===== src/rtl/tds_ram.sv =====
// Generic single-write, single-read RAM with registered read data.
module tds_ram #(
  parameter int WIDTH = 32,
  parameter int DEPTH = 32
) (
  input  logic                     clk,
  input  logic                     we,
  input  logic [$clog2(DEPTH)-1:0] waddr,
  input  logic [WIDTH-1:0]         wdata,
  input  logic [$clog2(DEPTH)-1:0] raddr,
  output logic [WIDTH-1:0]         rdata
);

  logic [WIDTH-1:0] mem [DEPTH];
  logic [WIDTH-1:0] rdata_r;

  always_ff @(posedge clk) begin
    if (we) begin
      mem[waddr] <= wdata;
    end
    rdata_r <= mem[raddr];
  end

  assign rdata = rdata_r;

endmodule

===== config.mk =====
export PLATFORM = sky130hd
export DESIGN_NAME = tds_ram
export DESIGN_NICKNAME = d
export VERILOG_FILES = /design/src/rtl/tds_ram.sv
export SDC_FILE = /design/constraint.sdc
export NUM_CORES = 1
export LEC_CHECK = 0
export CAP_MARGIN = 20
export CORE_UTILIZATION = 37
export CTS_CLUSTER_SIZE = 20
export DETAILED_ROUTE_END_ITERATION = 8
export DONT_BUFFER_PORTS = 1
export HOLD_SLACK_MARGIN = 0.03
export PLACE_DENSITY = 0.57
export SLEW_MARGIN = 20
export SYNTH_ARGS = -nofsm -noshare
export SYNTH_HDL_FRONTEND = slang
export SYNTH_SLANG_ARGS = --single-unit

===== constraint.sdc =====
create_clock -name clk -period 3.7 [get_ports clk]
set_input_delay 0.74 -clock clk [delete_from_list [all_inputs] [get_ports clk]]
set_output_delay 0.74 -clock clk [all_outputs]
set_load 0.03 [all_outputs]

# [Word level (Yosys, flattened, before mapping)]
# Memory sizes are Yosys's and may differ from the RTL's. A register that Yosys moved wholly into a read port is not among the register bits.
# Index checks and enable logic that the tools add are counted.
[classes] muxes=2
[ops] cell="1-bit two-way mux" n=2
[word_totals] ff_bits=0 ram_bits=1024 inputBits=44 output_inout_bits=32 wordCells=3 mem_count=1
[mem_list] memory="mem" depth=32 width=32 read_ports=1 rd_clocked_by_memory_dff=1 write_ports=1 line="14" text="logic [WIDTH-1:0] mem [DEPTH];"

# [Longest topological paths before layout]
# Gate-level depths: netlist of the first run.
[depth] word_depth=2 mapped_depth=8 depth_no_buf=5

# [Worst setup path after synthesis of the first run]
# No wires, ideal clock.
[synth_timing] path_type="in2reg" startpoint="input waddr[1]" endpoint="memory mem[12][0] (enable)" setup_ps=421 arrival_time_ps=2753 required_ps=3279 slack_ps=526 path_stages=3 path_buffers=1 cell_sequence="or3b_2 clkbuf_1 nor2_1"
[synth_lines] element="start, declared" line="8" text="input logic [$clog2(DEPTH)-1:0] waddr,"
[synth_lines] element="end, declared" line="14"
# No word-level cell before the write port.

==> results of run 1 <==
worst max-delay path, delay by kind of cell:
kind            cells  cell delay [ps]
simple gates        1              150
compound gates      2              640
mux                 1              930
power groups by stage:
| stage | clock, mW | combinational, mW | sequential (mW) |
|---|---|---|---|
| after floorplan | 0 | 0.687 | 13.7 |
| after global placement | 0 | 0.813 | 13.7 |
| after detailed placement | 0 | 0.819 | 13.7 |
| after CTS | 10.9 | 0.822 | 13.5 |
| after global routing | 11.4 | 0.879 | 13.5 |
| final | 10.7 | 0.859 | 13.5 |
final cells by class:
type	count	area share, %
multi-input combinational	1077	18.8
sequential	1056	68.4
clock inverter	72	1.45
tap	1403	3.83
timing repair buffer	59	1.29
clock buffer	133	6.21
cell usage in the layout (no fill, tap or decap):
cell	Yosys	layout
edfxtp_1	1024	1024
mux2i_1	512	512
clkbuf_16	0	110
nand3_1	98	98
nand2_1	98	97
a22oi_1	96	96
a21oi_1	96	96
a22o_1	64	64
buf_4	33	47
nor2_4	0	33
nor3_1	32	32
a31oi_1	32	32
clkinv_2	0	32
dfxtp_1	32	32
clkbuf_1	46	22
clkinv_1	0	22
buf_12	0	12
bufinv_16	0	10
nand3b_1	5	5
or3b_2	3	3
inv_16	0	3
clkinvlp_4	0	3
nand2b_2	0	2
nor2_1	34	1
or3_1	1	1
and2b_4	0	1
nor2b_4	0	1
and2_4	0	1
or2_2	1	1
nand2_2	0	1
inv_6	0	1
clkinv_16	0	1
clkbuf_8	0	1
layer usage:
metal | vias to the layer above | track usage (%)
met1 | 10536 | 23.8
met2 | 550 | 28.5
met4 | 0 | 4.80
met5 | - | 0
met3 | 108 | 3.73
li1 | 9070 | -
path summary, 6_finish.rpt:
check / start / end / slack, ps / cells past startpoint
setup / recovery: raddr[0] / rdata[24] / 450 / 4
hold / removal: wdata[12] / mem[6][12] / 150 / 0
setup reg to reg: mem[1][25] / rdata[25] / 1860 / 5
hold reg to reg: mem[26][13] / rdata[13] / 600 / 4
flip-flops by register name, indices dropped and copies added (netlist names):
signal	flops
rdata	32
mem	1024
per-stage QoR:
| stage | utilization [%] | cell area (µm²) | hold slack, ps | total power [mW] | instances |
|---|---|---|---|---|---|
| detailed placement | 39.3 | 42300 | 591 | 14.6 | 3595 |
| global placement | 39.3 | 42300 | 591 | 14.5 | 3595 |
| floorplan | - | 40500 | 553 | 14.4 | 2260 |
| global route | 42.5 | 45900 | 111 | 25.7 | 3800 |
| finish | 42.5 | 45900 | 151 | 25.0 | 3800 |
| CTS | 42.5 | 45900 | 112 | 25.2 | 3800 |
cells by family (layout without fill, tap and decap cells):
group	count (synthesis)	after routing
DFF	1056	1056
buffers and inverters	127	264
muxes	512	512
AOI/OAI and AO/OA	288	288
and+or+nand+nor	277	277
==> metrics.txt, run 1 <==
status finished, violations left; failing checks max-slew violations; Setup violations, final 0; Sequential Power Share roughly 54%; largest family of logic cells by synthesized area multiplexers; Max clock buf depth 3; Internal Power 19.9 mW; Setup WS post-layout 448 ps; I/O pin cnt 76; Root Driver clkbuf_16; die area ~110000 µm²; Starting Density 37.6%; Synth Area in Adders 0%; highest routed layer met4; power per cell area approximately 550 nW/µm²; die height 333 µm; switch share between 20 and 25%; final hold vios 0; register area roughly 31000 µm²; post-synthesis register bit count ~1100; WL per Instance about 26 µm; Core ar. 108000 µm²; antenna cells 0; DPL Wire Length ~52000 µm; top-area cell type share of the netlist area approximately 76%; count leader, synth edfxtp_1; CTS Hold Buffers Added 0; Max FO, Critical Path between 500 and 600; Post-CTS Setup Inserts 0; top post-synthesis cells by area edfxtp_1, mux2i_1, a22oi_1, dfxtp_1, a22o_1; simple-gate area share of the yosys netlist between 3 and 4%; clock share of power a little over two fifths; Net Sw Power 5.16 mW; CP Class in2reg; fmax approximately 310 MHz; xor and xnor area share after synthesis 0%; GRT Total Usage 17.6%; maximum vdd drop 432 µV; leading area contributor after synthesis edfxtp_1; CTS tree done; CP endpoint kind register; initial antenna violation count 0; share of layout cells above drive strength 1 11.0%; clk_skew 23.4 ps; CP Launch Type input pin; post-synthesis compound-gate area fraction under 10%; filler cell count 9395; TNS Setup 0 ps; first-pass GRT wire length 142000 µm; YS warnings 0; Clock Sinks 1056; Synth Flop Type edfxtp_1; Mapped Nets 2304; first drt pass iteration count 5; DP Worst Slack 791 ps; critical path arrival roughly 3800 ps; area delta synth->final 13.3%; slowest cell delay on critical path 930 ps; vias in the first global route between 20000 and 25000; Clock transition at path regs ~60 ps; GRT overflow 0; Yosys cell types 25; critical path, cell by cell mux2i_1 > a22oi_1 > a31oi_1 > nand3_1; synth cell count leaders edfxtp_1, mux2i_1, nand2_1, nand3_1; fin crit share between 80% and 90%; Worst Path Required around 4200 ps; # port buffers 0; Hold Path Class in2reg; DR vias/cell ~5.3; clock latency on the worst-skew pair about 680 ps; Final Net Count ~2300; maxcap violations 0; met3 wire len about 5800 µm; final WL about 100000 µm; post_cts resized 0; via count 20264; Metal-1 WL roughly 44000 µm; Avg Cell Area, Syn ~18 µm²; combinational power share ~3.4%; number of synthesized flops with an enable pin 1024; width of the die 333 µm; multiplexer area fraction after synthesis 12.7%; Slew @ Worst Pin ~3000 ps; register area share after synthesis slightly below 80%; antenna-violating nets left 0; minimum clock period about 3300 ps; Worst path slowest cell mux2i_1; Remaining DRCs 0; Mapped Area 40500 µm²; CTS Buf Count approximately 110; multi-input combinational cell area around 8600 µm²; unrepaired setup endpoints after global routing false; slew margin rel. -97.1%; global placer's final weighted congestion 0.788; metal2 WL around 47000 µm; H-tree depth 3; num rows 120; Post-synth ARST share 0%; violation count after the first detailed-route iteration approximately 1800; Static Leak 15.7 nW; Slew Limit Fails about 380; largest net degree at the start of global routing between 500 and 600; synthesized instance count around 2300
No activity file was read; power rests on OpenSTA's default activity.
==> run 2: changes to the inputs <==
--- a/config.mk
+++ b/config.mk
@@ -5,6 +5,7 @@
 export SDC_FILE = /design/constraint.sdc
 export NUM_CORES = 1
 export LEC_CHECK = 0
+export ABC_AREA = 1
 export CAP_MARGIN = 20
 export CORE_UTILIZATION = 37
 export CTS_CLUSTER_SIZE = 20
==> metrics.txt, run 2 <==
Max clock buf depth 3 (unchanged); Remaining DRCs 0 (unchanged); GRT overflow 0 (unchanged); CTS tree done; Setup WS post-layout 731 ps (+283 ps); critical path arrival 3580 ps (-200 ps); Largest Register mem; antenna cells 0 (unchanged); vias in the first global route 25372 (+24%); num rows 123 (+2.5%); Static Leak 17.0 nW (+8.4%); Setup violations, final 0 (unchanged); minimum clock period 2970 ps (-283 ps); leading area contributor after synthesis edfxtp_1; die height 341 µm (+2.3%); first-pass GRT wire length 165000 µm (+16%); top-area cell type share of the netlist area 72.5% (-3.4 points); violation count after the first detailed-route iteration 2475 (+38%); Post-synth ARST share 0% (unchanged); most frequent cells in the layout nand2_1, edfxtp_1, nand3_1; Mapped Area 42400 µm² (+4.7%); non-filler cells, final 5093 (+34%); Hold Path Class in2reg; DPL Wire Length 55500 µm (+6.0%); DP Worst Slack 1040 ps (+252 ps); CTS Buf Count 106 (-1.9%); WL per Instance 21.7 µm (-16%); status finished clean; largest net degree at the start of global routing 514 (+0.19%); share of layout cells above drive strength 1 7.40% (-3.6 points); post-synthesis register bit count 1056 (unchanged); CP endpoint kind register; via count 26113 (+29%); maximum vdd drop 361 µV (-16%); clk_skew 15.6 ps (-7.79 ps); maxcap violations 0 (unchanged); width of the die 341 µm (+2.3%); Clock transition at path regs 60 ps (about the same); post_cts resized 0 (unchanged); Root Driver clkbuf_16; first drt pass iteration count 5 (unchanged); initial antenna violation count 2 (+2); synthesized instance count 3536 (+56%); filler cell count 10424 (+11%); area delta synth->final 11.6%; Clock Sinks 1056 (unchanged); number of synthesized flops with an enable pin 1024 (unchanged); Avg Cell Area, Syn 12.0 µm² (-33%); unrepaired setup endpoints after global routing false; count leader, synth nand2_1; Slew Limit Fails 0 (-100%); top post-synthesis cells by area edfxtp_1, nand2_1, nand3_1, buf_6, dfxtp_1; antenna-violating nets left 0 (unchanged); die area 116000 µm² (+4.7%); CTS Hold Buffers Added 0 (unchanged); final hold vios 0 (unchanged); synth cell count leaders nand2_1, edfxtp_1, nand3_1, buf_2, buf_6; I/O pin cnt 76 (unchanged); Max FO, Critical Path 513 (+0.20%); H-tree depth 3 (unchanged); clock latency on the worst-skew pair 680 ps (about the same); CP Launch Type input pin; slew margin rel. 1.54% (+99 points); power per cell area 535 nW/µm² (-2.1%); fin crit share 80.2% (-7.7 points); max reg flops 1024 (unchanged); placed inst area 43800 µm² (+3.4%); Design Area, Final 47300 µm² (+3.2%); GRT Total Usage 19.0% (+1.4 points); CP Class in2reg; Worst Path Required 4310 ps (+90 ps); Final Net Count 3545 (+51%); Yosys cell types 14 (-44%); Post-CTS Setup Inserts 0 (unchanged); Mapped Nets 3580 (+55%); Slew @ Worst Pin 1480 ps (-1480 ps); # port buffers 0 (unchanged); commonest non-fill, non-tap cell in the layout nand2_1; Synth Flop Type edfxtp_1; TNS Setup 0 ps (unchanged); register area share after synthesis 74.0% (-3.5 points); Starting Density 37.5% (-0.065 points); global placer's final weighted congestion 0.752 (-4.5%); fmax 337 MHz (+9.5%); final WL 111000 µm (+12%); DR vias/cell 5.13 (-3.9%); Core ar. 113000 µm² (+4.9%); YS warnings 0 (unchanged); Placed Cells 4893 (+36%)
## run 2: cell count changes after synthesis, sizes merged, moves of 5 or more
cell | previous run | this run
a22oi | 96 | 0
mux2i | 512 | 0
a22o | 64 | 0
clkbuf | 48 | 24
nor3 | 32 | 0
inv | 0 | 10
nand2 | 98 | 1440
a21oi | 96 | 0
buf | 79 | 194
nand3 | 98 | 780
nand3b | 5 | 0
a31oi | 32 | 0
## run 2: per-stage QoR
stage	hold slack, ps	power (mW)	utilization [%]
6_report	152	25.3	41.8
3_3_place_gp	732	14.7	38.7
5_1_grt	131	26.1	41.8
2_1_floorplan	688	14.6	-
4_1_cts	112	25.5	41.8
3_5_place_dp	747	14.7	38.7
## run 2: cells by family after synthesis
logic type	count (synthesis)	synth area share, %
flops	1056	74.0
simple gates	2252	22.2
buf+inv	228	3.74
## run 2: worst paths after layout
kind                   start          end  slack, ps  cells after the start
setup / recovery    raddr[0]    rdata[17]        730                     10
hold / removal     wdata[22]  mem[23][22]        150                      0
setup reg to reg  mem[0][23]    rdata[23]       2400                      8
hold reg to reg   mem[2][26]    rdata[26]        740                      8
## run 2: where the power goes
| group | internal, mW | switching, mW | total (mW) |
|---|---|---|---|
| Clock | 6.29 | 4.53 | 10.8 |
| Sequential | 13.3 | 0.174 | 13.5 |
| Combinational | 0.338 | 0.670 | 1.01 |
## run 2: area by class of cell
cell class                 count  area, µm²  area share, %
sequential                  1056      31400           66.3
timing repair buffer          75        801           1.69
multi-input combinational   2252       9670           20.4
inverter                      10       67.6          0.143
tap                         1500       1880           3.97
clock inverter                69        673           1.42
clock buffer                 131       2840           6.00
## run 2: critical path: stages
cell and delay (ps):
inv_16 820, buf_12 380, nand2_1 100, nand3_1 90
nand3_1 80, nand2_1 90, nand2_1 110, nand2_1 120
nand2_1 90, nand2_1 120
## run 2: routing by layer
metal  GRT usage (%)  part of all wire [%]  vias to the layer above
li1                -                     -                    12263
met1            25.8                    43                    12907
met2            31.4                    48                      790
met3            3.04                   6.5                      153
met4            5.68                   2.4                        0
met5               0                     0                        -
